## src/rtl/hchs_pkg.sv

```systemverilog
// Shared types, constants and the CORDIC arctangent table for the heading scan.
// Used by hchs_ctrl, hchs_dp and heading_collision_horizon_scan.
`default_nettype none
package hchs_pkg;

  localparam int MAX_HEADINGS = 64;
  localparam int MAX_STEPS    = 256;
  localparam int CORDIC_ITERS = 16;
  localparam int SQRT_ITERS   = 16;
  localparam int DIV_ITERS    = 17;

  localparam logic signed [33:0] INV_GAIN_Q30 = 34'sd652032874;

  // Register indexes on the APB port
  localparam logic [1:0] REG_STEP    = 2'd0;
  localparam logic [1:0] REG_HORIZON = 2'd1;
  localparam logic [1:0] REG_RADIUS  = 2'd2;
  localparam logic [1:0] REG_HCOUNT  = 2'd3;

  localparam logic [15:0] STEP_RST    = 16'd26;
  localparam logic [15:0] HORIZON_RST = 16'd1280;
  localparam logic [31:0] RADIUS_RST  = 32'd65536;
  localparam logic [6:0]  HCOUNT_RST  = 7'd32;

  typedef enum logic [4:0] {
    ST_IDLE, ST_SQX, ST_SQY, ST_SQRT_INIT, ST_SQRT, ST_DIV_INIT, ST_DIV,
    ST_HEAD, ST_CORDIC, ST_VX, ST_VY, ST_STEP_INIT, ST_CHECK, ST_MX, ST_MY,
    ST_SX, ST_SY, ST_CMP, ST_EMIT
  } state_t;

  typedef enum logic [4:0] {
    OP_NONE, OP_LOAD, OP_SQ_X, OP_SQ_Y, OP_SQRT_INIT, OP_SQRT_STEP,
    OP_DIV_INIT, OP_DIV_STEP, OP_HEAD_INIT, OP_CORDIC_STEP, OP_VX, OP_VY,
    OP_STEP_INIT, OP_MX, OP_MY, OP_SX, OP_SY, OP_CMP, OP_EMIT
  } dp_op_t;

  typedef struct packed {
    dp_op_t     op;
    logic [3:0] k;
  } cmd_t;

  typedef struct packed {
    logic n_zero;
    logic t_ok;
    logic hit_now;
    logic out_free;
    logic last_head;
  } status_t;

  function automatic logic [13:0] atan_lut(input logic [3:0] k);
    logic [13:0] v;
    unique case (k)
      4'd0:  v = 14'd8192;
      4'd1:  v = 14'd4836;
      4'd2:  v = 14'd2555;
      4'd3:  v = 14'd1297;
      4'd4:  v = 14'd651;
      4'd5:  v = 14'd326;
      4'd6:  v = 14'd163;
      4'd7:  v = 14'd81;
      4'd8:  v = 14'd41;
      4'd9:  v = 14'd20;
      4'd10: v = 14'd10;
      4'd11: v = 14'd5;
      4'd12: v = 14'd3;
      4'd13: v = 14'd1;
      4'd14: v = 14'd1;
      default: v = 14'd0;
    endcase
    return v;
  endfunction

endpackage
`default_nettype wire

```

## src/rtl/hchs_ctrl.sv

```systemverilog
// Sequencer for the heading scan: walks sqrt, divide, CORDIC and time steps.
// Depends on hchs_pkg; drives hchs_dp through cmd_t, reads status_t.
`default_nettype none
module hchs_ctrl (
  input  wire logic            clk,
  input  wire logic            rst,
  input  wire logic            in_valid,
  output logic                 in_stall,
  input  wire hchs_pkg::status_t sts,
  output hchs_pkg::cmd_t       cmd
);

  hchs_pkg::state_t state, state_next;
  logic [4:0] cnt;
  logic [8:0] j;
  logic       cnt_clr;

  assign in_stall = (state != hchs_pkg::ST_IDLE);

  always_comb begin
    state_next = state;
    unique case (state)
      hchs_pkg::ST_IDLE:      if (in_valid) state_next = hchs_pkg::ST_SQX;
      hchs_pkg::ST_SQX:       state_next = hchs_pkg::ST_SQY;
      hchs_pkg::ST_SQY:       state_next = hchs_pkg::ST_SQRT_INIT;
      hchs_pkg::ST_SQRT_INIT: state_next = hchs_pkg::ST_SQRT;
      hchs_pkg::ST_SQRT:
        if (cnt == 5'(hchs_pkg::SQRT_ITERS - 1)) state_next = hchs_pkg::ST_DIV_INIT;
      hchs_pkg::ST_DIV_INIT:  state_next = hchs_pkg::ST_DIV;
      hchs_pkg::ST_DIV:
        if (cnt == 5'(hchs_pkg::DIV_ITERS - 1))
          state_next = sts.n_zero ? hchs_pkg::ST_IDLE : hchs_pkg::ST_HEAD;
      hchs_pkg::ST_HEAD:      state_next = hchs_pkg::ST_CORDIC;
      hchs_pkg::ST_CORDIC:
        if (cnt == 5'(hchs_pkg::CORDIC_ITERS - 1)) state_next = hchs_pkg::ST_VX;
      hchs_pkg::ST_VX:        state_next = hchs_pkg::ST_VY;
      hchs_pkg::ST_VY:        state_next = hchs_pkg::ST_STEP_INIT;
      hchs_pkg::ST_STEP_INIT: state_next = hchs_pkg::ST_CHECK;
      hchs_pkg::ST_CHECK:
        if (j > 9'(hchs_pkg::MAX_STEPS) || !sts.t_ok) state_next = hchs_pkg::ST_EMIT;
        else state_next = hchs_pkg::ST_MX;
      hchs_pkg::ST_MX:        state_next = hchs_pkg::ST_MY;
      hchs_pkg::ST_MY:        state_next = hchs_pkg::ST_SX;
      hchs_pkg::ST_SX:        state_next = hchs_pkg::ST_SY;
      hchs_pkg::ST_SY:        state_next = hchs_pkg::ST_CMP;
      hchs_pkg::ST_CMP:
        state_next = sts.hit_now ? hchs_pkg::ST_EMIT : hchs_pkg::ST_CHECK;
      hchs_pkg::ST_EMIT:
        if (sts.out_free)
          state_next = sts.last_head ? hchs_pkg::ST_IDLE : hchs_pkg::ST_HEAD;
      default:                state_next = hchs_pkg::ST_IDLE;
    endcase
  end

  always_comb begin
    cmd.op  = hchs_pkg::OP_NONE;
    cmd.k   = cnt[3:0];
    cnt_clr = 1'b1;
    unique case (state)
      hchs_pkg::ST_IDLE:      if (in_valid) cmd.op = hchs_pkg::OP_LOAD;
      hchs_pkg::ST_SQX:       cmd.op = hchs_pkg::OP_SQ_X;
      hchs_pkg::ST_SQY:       cmd.op = hchs_pkg::OP_SQ_Y;
      hchs_pkg::ST_SQRT_INIT: cmd.op = hchs_pkg::OP_SQRT_INIT;
      hchs_pkg::ST_SQRT: begin
        cmd.op  = hchs_pkg::OP_SQRT_STEP;
        cnt_clr = (cnt == 5'(hchs_pkg::SQRT_ITERS - 1));
      end
      hchs_pkg::ST_DIV_INIT:  cmd.op = hchs_pkg::OP_DIV_INIT;
      hchs_pkg::ST_DIV: begin
        cmd.op  = hchs_pkg::OP_DIV_STEP;
        cnt_clr = (cnt == 5'(hchs_pkg::DIV_ITERS - 1));
      end
      hchs_pkg::ST_HEAD:      cmd.op = hchs_pkg::OP_HEAD_INIT;
      hchs_pkg::ST_CORDIC: begin
        cmd.op  = hchs_pkg::OP_CORDIC_STEP;
        cnt_clr = (cnt == 5'(hchs_pkg::CORDIC_ITERS - 1));
      end
      hchs_pkg::ST_VX:        cmd.op = hchs_pkg::OP_VX;
      hchs_pkg::ST_VY:        cmd.op = hchs_pkg::OP_VY;
      hchs_pkg::ST_STEP_INIT: cmd.op = hchs_pkg::OP_STEP_INIT;
      hchs_pkg::ST_CHECK:     cmd.op = hchs_pkg::OP_NONE;
      hchs_pkg::ST_MX:        cmd.op = hchs_pkg::OP_MX;
      hchs_pkg::ST_MY:        cmd.op = hchs_pkg::OP_MY;
      hchs_pkg::ST_SX:        cmd.op = hchs_pkg::OP_SX;
      hchs_pkg::ST_SY:        cmd.op = hchs_pkg::OP_SY;
      hchs_pkg::ST_CMP:       cmd.op = hchs_pkg::OP_CMP;
      hchs_pkg::ST_EMIT:      if (sts.out_free) cmd.op = hchs_pkg::OP_EMIT;
      default:                cmd.op = hchs_pkg::OP_NONE;
    endcase
  end

  always_ff @(posedge clk) begin
    if (rst) begin
      state <= hchs_pkg::ST_IDLE;
      cnt   <= '0;
      j     <= '0;
    end else begin
      state <= state_next;
      cnt   <= cnt_clr ? 5'd0 : cnt + 5'd1;
      if (state == hchs_pkg::ST_STEP_INIT) j <= 9'd1;
      else if (state == hchs_pkg::ST_CMP) j <= j + 9'd1;
    end
  end

endmodule
`default_nettype wire

```

## src/rtl/hchs_dp.sv

```systemverilog
// Datapath: shared multiplier, bitwise sqrt, 65536/n divider, CORDIC,
// distance check and output register. Depends on hchs_pkg.
`default_nettype none
module hchs_dp (
  input  wire logic               clk,
  input  wire logic               rst,
  input  wire hchs_pkg::cmd_t     cmd,
  output hchs_pkg::status_t       sts,
  input  wire logic [15:0]        step_time,
  input  wire logic [15:0]        horizon_time,
  input  wire logic [31:0]        radius_limit,
  input  wire logic [6:0]         heading_count,
  input  wire logic signed [15:0] rel_x,
  input  wire logic signed [15:0] rel_y,
  input  wire logic signed [15:0] own_vel_x,
  input  wire logic signed [15:0] own_vel_y,
  input  wire logic signed [15:0] obst_vel_x,
  input  wire logic signed [15:0] obst_vel_y,
  output logic                    out_valid,
  input  wire logic               out_stall,
  output logic [5:0]              heading_index,
  output logic [15:0]             time_value,
  output logic                    collided,
  output logic                    last
);

  logic signed [15:0] rx, ry, ovx, ovy, bvx, bvy;
  logic [6:0]  n;
  // shared multiplier
  logic signed [26:0] ma;
  logic signed [33:0] mb;
  logic signed [60:0] prod;
  logic [52:0] acc;
  // sqrt
  logic [31:0] rem, root, sbit;
  logic [32:0] rb;
  // divider and phase accumulator
  logic [16:0] ddiv, dq, q_acc;
  logic [6:0]  drem, r_acc;
  logic [7:0]  rem_s, r_sum;
  logic [6:0]  hidx;
  // CORDIC
  logic signed [33:0] cx, cy, xs, ys, cc, cs;
  logic signed [17:0] cz, z0;
  logic signed [15:0] phase;
  logic               flip;
  // stepping
  logic signed [17:0] vr;
  logic signed [18:0] dvx, dvy;
  logic [16:0] t, tv;
  logic        hit;
  logic signed [26:0] dx, dy, dq8;
  logic signed [35:0] dfull;
  logic [53:0] d2;

  assign sts.n_zero    = (n == 7'd0);
  assign sts.t_ok      = (t < {1'b0, horizon_time});
  assign d2            = {1'b0, acc} + {1'b0, prod[52:0]};
  assign sts.hit_now   = (d2 <= {22'd0, radius_limit});
  assign sts.out_free  = !out_valid || !out_stall;
  assign sts.last_head = (hidx + 7'd1 == n);

  assign cc = flip ? -cx : cx;
  assign cs = flip ? -cy : cy;
  assign xs = cx >>> cmd.k;
  assign ys = cy >>> cmd.k;

  assign phase = signed'({~q_acc[15], q_acc[14:0]});
  always_comb begin
    z0 = 18'(phase);
    if (phase > 16'sd16384) z0 = 18'(phase) - 18'sd32768;
    else if (phase < -16'sd16384) z0 = 18'(phase) + 18'sd32768;
  end

  // Q.30 round back to Q9.8 velocity
  logic signed [60:0] prnd;
  assign prnd = prod + 61'sd536870912;
  assign vr   = prnd[47:30];

  // position difference back to Q.8, floor with half added; x in MY, y in SX
  assign dfull = prod[35:0] - ((cmd.op == hchs_pkg::OP_SX) ? (36'(ry) <<< 8) : (36'(rx) <<< 8))
                 + 36'sd128;
  assign dq8   = dfull[34:8];

  assign rb    = {1'b0, root} + {1'b0, sbit};
  assign rem_s = {drem, ddiv[16]};
  assign r_sum = {1'b0, r_acc} + {1'b0, drem};

  always_comb begin
    ma = '0;
    mb = '0;
    case (cmd.op)
      hchs_pkg::OP_SQ_X: begin ma = 27'(ovx); mb = 34'(ovx); end
      hchs_pkg::OP_SQ_Y: begin ma = 27'(ovy); mb = 34'(ovy); end
      hchs_pkg::OP_VX:   begin ma = signed'({10'd0, root[16:0]}); mb = cc; end
      hchs_pkg::OP_VY:   begin ma = signed'({10'd0, root[16:0]}); mb = cs; end
      hchs_pkg::OP_MX:   begin ma = 27'(dvx); mb = signed'({17'd0, t}); end
      hchs_pkg::OP_MY:   begin ma = 27'(dvy); mb = signed'({17'd0, t}); end
      hchs_pkg::OP_SX:   begin ma = dx; mb = 34'(dx); end
      hchs_pkg::OP_SY:   begin ma = dy; mb = 34'(dy); end
      default: ;
    endcase
  end

  always_ff @(posedge clk) begin
    prod <= 61'(ma) * 61'(mb);
    case (cmd.op)
      hchs_pkg::OP_LOAD: begin
        rx  <= rel_x;      ry  <= rel_y;
        ovx <= own_vel_x;  ovy <= own_vel_y;
        bvx <= obst_vel_x; bvy <= obst_vel_y;
        n   <= (heading_count > 7'(hchs_pkg::MAX_HEADINGS)) ?
               7'(hchs_pkg::MAX_HEADINGS) : heading_count;
      end
      hchs_pkg::OP_SQ_Y: acc <= prod[52:0];
      hchs_pkg::OP_SQRT_INIT: begin
        rem  <= acc[31:0] + prod[31:0];
        root <= '0;
        sbit <= 32'h4000_0000;
      end
      hchs_pkg::OP_SQRT_STEP: begin
        if ({1'b0, rem} >= rb) begin
          rem  <= rem - rb[31:0];
          root <= (root >> 1) + sbit;
        end else begin
          root <= root >> 1;
        end
        sbit <= sbit >> 2;
      end
      hchs_pkg::OP_DIV_INIT: begin
        ddiv  <= 17'h10000;
        drem  <= '0;
        dq    <= '0;
        q_acc <= '0;
        r_acc <= '0;
        hidx  <= '0;
      end
      hchs_pkg::OP_DIV_STEP: begin
        ddiv <= ddiv << 1;
        if (rem_s >= {1'b0, n}) begin
          drem <= 7'(rem_s - {1'b0, n});
          dq   <= {dq[15:0], 1'b1};
        end else begin
          drem <= rem_s[6:0];
          dq   <= {dq[15:0], 1'b0};
        end
      end
      hchs_pkg::OP_HEAD_INIT: begin
        cx   <= hchs_pkg::INV_GAIN_Q30;
        cy   <= '0;
        cz   <= z0;
        flip <= (phase > 16'sd16384) || (phase < -16'sd16384);
      end
      hchs_pkg::OP_CORDIC_STEP: begin
        if (cz >= 0) begin
          cx <= cx - ys;
          cy <= cy + xs;
          cz <= cz - signed'({4'd0, hchs_pkg::atan_lut(cmd.k)});
        end else begin
          cx <= cx + ys;
          cy <= cy - xs;
          cz <= cz + signed'({4'd0, hchs_pkg::atan_lut(cmd.k)});
        end
      end
      hchs_pkg::OP_VY: dvx <= 19'(vr) - 19'(bvx);
      hchs_pkg::OP_STEP_INIT: begin
        dvy <= 19'(vr) - 19'(bvy);
        t   <= {1'b0, step_time};
        tv  <= '0;
        hit <= 1'b0;
      end
      hchs_pkg::OP_MY: dx <= dq8;
      hchs_pkg::OP_SX: dy <= dq8;
      hchs_pkg::OP_SY: acc <= prod[52:0];
      hchs_pkg::OP_CMP: begin
        tv  <= t;
        hit <= sts.hit_now;
        t   <= t + {1'b0, step_time};
      end
      hchs_pkg::OP_EMIT: begin
        heading_index <= hidx[5:0];
        time_value    <= tv[15:0];
        collided      <= hit;
        last          <= sts.last_head;
        hidx          <= hidx + 7'd1;
        if (r_sum >= {1'b0, n}) begin
          r_acc <= 7'(r_sum - {1'b0, n});
          q_acc <= q_acc + dq + 17'd1;
        end else begin
          r_acc <= r_sum[6:0];
          q_acc <= q_acc + dq;
        end
      end
      default: ;
    endcase
  end

  always_ff @(posedge clk) begin
    if (rst) out_valid <= 1'b0;
    else if (cmd.op == hchs_pkg::OP_EMIT) out_valid <= 1'b1;
    else if (!out_stall) out_valid <= 1'b0;
  end

endmodule
`default_nettype wire

```

## src/rtl/heading_collision_horizon_scan.sv

```systemverilog
// Top level: APB register file plus sequencer and datapath of the heading scan.
// Depends on hchs_pkg, hchs_ctrl and hchs_dp.
//
//  channel   signals                                   dir
//  input     in_valid/in_stall, rel_*, own_vel_*, obst_vel_*  in
//  result    out_valid/out_stall, heading_index, time_value, collided, last  out
//  config    psel/penable/pwrite/paddr/pwdata/prdata/pready  APB
//
// One request: a setup phase (squares, 16-step sqrt, 17-step divide and their init
// states), then per heading the CORDIC phase (16-step CORDIC, init, two velocity
// multiplies) plus the time steps on the shared multiplier, one more check when the
// scan ends without a collision, and the emit of the result.
// A stalled result holds the sequencer in its emit state. Reset restores the APB registers to their defaults.
`default_nettype none
module heading_collision_horizon_scan (
  input  wire logic               clk,
  input  wire logic               rst,
  input  wire logic               in_valid,
  output logic                    in_stall,
  input  wire logic signed [15:0] rel_x,
  input  wire logic signed [15:0] rel_y,
  input  wire logic signed [15:0] own_vel_x,
  input  wire logic signed [15:0] own_vel_y,
  input  wire logic signed [15:0] obst_vel_x,
  input  wire logic signed [15:0] obst_vel_y,
  output logic                    out_valid,
  input  wire logic               out_stall,
  output logic [5:0]              heading_index,
  output logic [15:0]             time_value,
  output logic                    collided,
  output logic                    last,
  input  wire logic               psel,
  input  wire logic               penable,
  input  wire logic               pwrite,
  input  wire logic [3:0]         paddr,
  input  wire logic [31:0]        pwdata,
  output logic [31:0]             prdata,
  output logic                    pready
);

  logic [15:0] step_time, horizon_time;
  logic [31:0] radius_limit;
  logic [6:0]  heading_count;
  hchs_pkg::cmd_t    cmd;
  hchs_pkg::status_t sts;

  assign pready = 1'b1;

  always_ff @(posedge clk) begin
    if (rst) begin
      step_time     <= hchs_pkg::STEP_RST;
      horizon_time  <= hchs_pkg::HORIZON_RST;
      radius_limit  <= hchs_pkg::RADIUS_RST;
      heading_count <= hchs_pkg::HCOUNT_RST;
    end else if (psel && penable && pwrite) begin
      unique case (paddr[3:2])
        hchs_pkg::REG_STEP:    step_time     <= pwdata[15:0];
        hchs_pkg::REG_HORIZON: horizon_time  <= pwdata[15:0];
        hchs_pkg::REG_RADIUS:  radius_limit  <= pwdata;
        hchs_pkg::REG_HCOUNT:  heading_count <= pwdata[6:0];
        default: ;
      endcase
    end
  end

  always_comb begin
    unique case (paddr[3:2])
      hchs_pkg::REG_STEP:    prdata = {16'd0, step_time};
      hchs_pkg::REG_HORIZON: prdata = {16'd0, horizon_time};
      hchs_pkg::REG_RADIUS:  prdata = radius_limit;
      hchs_pkg::REG_HCOUNT:  prdata = {25'd0, heading_count};
      default:               prdata = '0;
    endcase
  end

  hchs_ctrl u_ctrl (
    .clk      (clk),
    .rst      (rst),
    .in_valid (in_valid),
    .in_stall (in_stall),
    .sts      (sts),
    .cmd      (cmd)
  );

  hchs_dp u_dp (
    .clk           (clk),
    .rst           (rst),
    .cmd           (cmd),
    .sts           (sts),
    .step_time     (step_time),
    .horizon_time  (horizon_time),
    .radius_limit  (radius_limit),
    .heading_count (heading_count),
    .rel_x         (rel_x),
    .rel_y         (rel_y),
    .own_vel_x     (own_vel_x),
    .own_vel_y     (own_vel_y),
    .obst_vel_x    (obst_vel_x),
    .obst_vel_y    (obst_vel_y),
    .out_valid     (out_valid),
    .out_stall     (out_stall),
    .heading_index (heading_index),
    .time_value    (time_value),
    .collided      (collided),
    .last          (last)
  );

endmodule
`default_nettype wire

```

## config.mk

```make
export PLATFORM = sky130hd
export DESIGN_NAME = heading_collision_horizon_scan
export DESIGN_NICKNAME = d
export VERILOG_FILES = /design/src/rtl/hchs_pkg.sv /design/src/rtl/hchs_ctrl.sv /design/src/rtl/hchs_dp.sv /design/src/rtl/heading_collision_horizon_scan.sv
export SDC_FILE = /design/constraint.sdc
export NUM_CORES = 2
export LEC_CHECK = 0
export BUFFER_PORTS_ARGS = -buffer_cell sky130_fd_sc_hd__buf_2
export CAP_MARGIN = 5
export CORE_MARGIN = 3
export CORE_UTILIZATION = 48
export CTS_CLUSTER_DIAMETER = 120
export DETAILED_ROUTE_END_ITERATION = 6
export PLACE_DENSITY = 0.66
export SYNTH_ARGS = -nofsm -noshare
export SYNTH_HDL_FRONTEND = slang
export SYNTH_SLANG_ARGS = --single-unit
```

## constraint.sdc

```tcl
create_clock -name clk -period 10.6 [get_ports clk]
set_input_delay 0.53 -clock clk [delete_from_list [all_inputs] [get_ports clk]]
set_output_delay 0.53 -clock clk [all_outputs]
set_load 0.03 [all_outputs]
```

==> metrics <==
Net Sw Frac=48.6%; syn_area_per_cell=9.24 µm²; PortBufs=194; Area Growth Syn to Fin=11.2%; Clock Sinks=685; design area=0.0858 mm²; top-area cell type share of the netlist area=22.2%; Critical-path top delay cell=fa_1; Die ar.=0.166 mm²; r2r startpoint=u_dp.cy[3]; core area=0.159 mm²; Worst EP required=11250 ps; H-tree depth=3; Internal=10.4 mW; DR pass1 iterations=6; most frequent cells in the layout=inv_1, nand2_1, fa_1; Pleak=37.0 nW; Final Cycle Share=96.8%; Final Wtd Congestion=0.949; Hold Crit Start=pwdata[21]; # IOs=198; most common cell after layout, fill and taps aside=inv_1; first-pass GRT wire length=363000 µm; critical path type=reg -> reg; synthesis-stage register bit count=685; Die Width=407 µm; Setup Viol. Count Final=0; starting density of the core=48.5%; Max Slew Vio Count=0; Worst setup EP type=flip-flop; Detailed Route Iter0 Violations=5592; CP dominant cell by count=fa_1; final hold violation count=0; Distinct cells, synth=88; vias=62.1k; critical path launch point type=flip-flop; register area share after synthesis=24.6%; f_max=0.0974 GHz; Async S/R FF share, synth=0%; origin of the worst setup path=u_dp.cy[3]; placed cell area=0.0815 mm²; Pwr Density=235 mW/mm²; Syn Std Cell Area=0.0771 mm²; TritonCTS clock tree=built; top cells by area, synth=fa_1, edfxtp_1, ha_1; Ys Warns=0; die extent in y=407 µm; Mapped Cells=8349; CP top delay family=adder cells; Tot GR Track Use=28.4%; Max VDD drop=379 µV; setup TNS=0 ps; total CTS buffers=81; Max Clock Skew=64.2 ps; CP max stage delay=600 ps; final wirelength=233000 µm; worst hold path class=in -> reg; Primary FF master, synth=edfxtp_1; Detail Route Antenna Nets=0; syn nets=9922; Flop pwr share=18.6%; largest net degree at the start of global routing=91; clock group share of total power=14.8%; fraction of layout cells with a size suffix above 1=9.24%; Max Cap Viol=0; detailed placer's ending HPWL=184000 µm; Worst Max-Slew Pin Slew=1180 ps; Clock Path Buffers=3; clk slew on worst S/H paths=60 ps; cell taking the most area after synthesis=fa_1; Via density=5.75; clock latency on the worst-skew pair=730 ps; initial antenna violation count=9; Row Count=146; Root Buffer=clkbuf_16; number of flops mapped to enable cells by yosys=527; final worst path period need=10270 ps; Sw Pwr=9.81 mW; CP Buf/Inv Count=6; Comb pwr share=66.6%; drt wl/cell=21.6 µm; DRC Markers=0; slew margin rel.=21.5%; vias in the first global route=62.8k; GRT overflow=0; nets=10.2k; status=finished clean; CP Max Fanout=14; CP Data Arrival Time=10920 ps
## cell usage after synthesis, types with 11 or more instances
library cell	n
a2111oi_0	18
a211o_1	25
a211oi_1	66
a21boi_0	22
a21o_1	125
a21oi_1	375
a221o_1	22
a221oi_1	11
a22o_1	24
a22oi_1	24
a31o_2	12
a31oi_1	49
and2_1	170
and3_1	60
buf_1	27
buf_2	13
clkbuf_1	295
dfxtp_1	158
edfxtp_1	527
fa_1	857
ha_1	577
inv_1	1257
mux2_2	38
mux2i_1	91
mux4_2	73
nand2_1	1128
nand2b_1	57
nand3_1	96
nand4_1	49
nor2_1	628
nor2b_1	70
nor3_1	109
nor4_1	25
o2111ai_1	13
o211ai_1	21
o21a_1	55
o21ai_0	328
o21bai_1	54
o31ai_1	54
o41ai_1	20
or2_2	17
or3_1	42
or4_1	15
xnor2_1	267
xor2_1	247
## per-layer routing
metal,global-route usage [%],vias to the layer above,wire [µm]
met5,0,-,64
li1,-,28300,-
met4,10.1,10,9470
met3,4.99,460,20000
met2,45.0,2455,106000
met1,39.3,30800,98100
## timing repair
action / CTS / global route
gates cloned: 0 / 2
resized for setup: 5 / 30
setup buffers: 0 / 27
hold buffers: 100 / 0
endpoints found under the setup margin: 2 / 8
pin swaps: 0 / 14
hold endpoints to repair: 100 / 0
## power groups by stage
stage	clock, mW	sequential (mW)	combinational, mW
after floorplan	0	3.66	8.99
after global placement	0	3.80	13.0
after detailed placement	0	3.81	13.1
after CTS	3.06	3.76	13.3
after global routing	3.15	3.78	15.0
final	2.99	3.75	13.4
## cell type report
class                           count  area, µm²
Tap cell                         2072       2590
Antenna cell                        1       2.50
Clock inverter                     51        672
Fill cell                       14300      73200
Clock buffer                      101       2180
Inverter                         1262       4740
Timing Repair Buffer              558       4150
Multi-Input combinational cell   6065      52400
Sequential cell                   685      19000
## state kept, by name, summed over array words and instances, names as in the netlist, 17 cells and up, named ones only
name / cells
u_dp.acc: 53
u_dp.prod: 53
u_dp.cx: 34
u_dp.cy: 34
radius_limit: 32
u_dp.rem: 32
u_dp.root: 32
u_dp.dx: 27
u_dp.dy: 27
u_dp.dvx: 19
u_dp.dvy: 19
u_dp.cz: 18
u_dp.t: 17
## worst paths after layout
kind	to	slack [ps]	cells past startpoint
setup / recovery	u_dp.prod[52]	330	35
hold / removal	radius_limit[21]	50	3
hold reg to reg	u_dp.time_value[3]	420	0
setup reg to reg	u_dp.prod[52]	330	35
## per-stage QoR
stage / std cells / util, % / hold WS, ps / power [mW] / setup slack [ps]
floorplan: 8349 / - / 400 / 12.7 / 479
global placement: 10500 / 51.3 / 406 / 16.8 / -128
detailed placement: 10500 / 51.3 / 405 / 16.9 / -88.6
CTS: 10800 / 53.7 / 0.496 / 20.2 / 102
global route: 10800 / 54.0 / 20.7 / 21.9 / -25.9
finish: 10800 / 54.0 / 46.5 / 20.2 / 334
## tightest hold or removal path, cell delays in order
cell     delay [ps]
buf_2           100
nand2_1          50
a21oi_1          50
## cells by family after synthesis
group / synth area share, %
flip-flops: 24.6
adder cells (fa/ha/maj): 31.6
XOR/XNOR: 5.84
AO/OA/AOI/OAI: 11.7
AND/OR/NAND/NOR: 14.5
other: 0.00486
buffers and inverters: 7.82
multiplexers: 3.87
No activity file was read; power rests on OpenSTA's default activity.
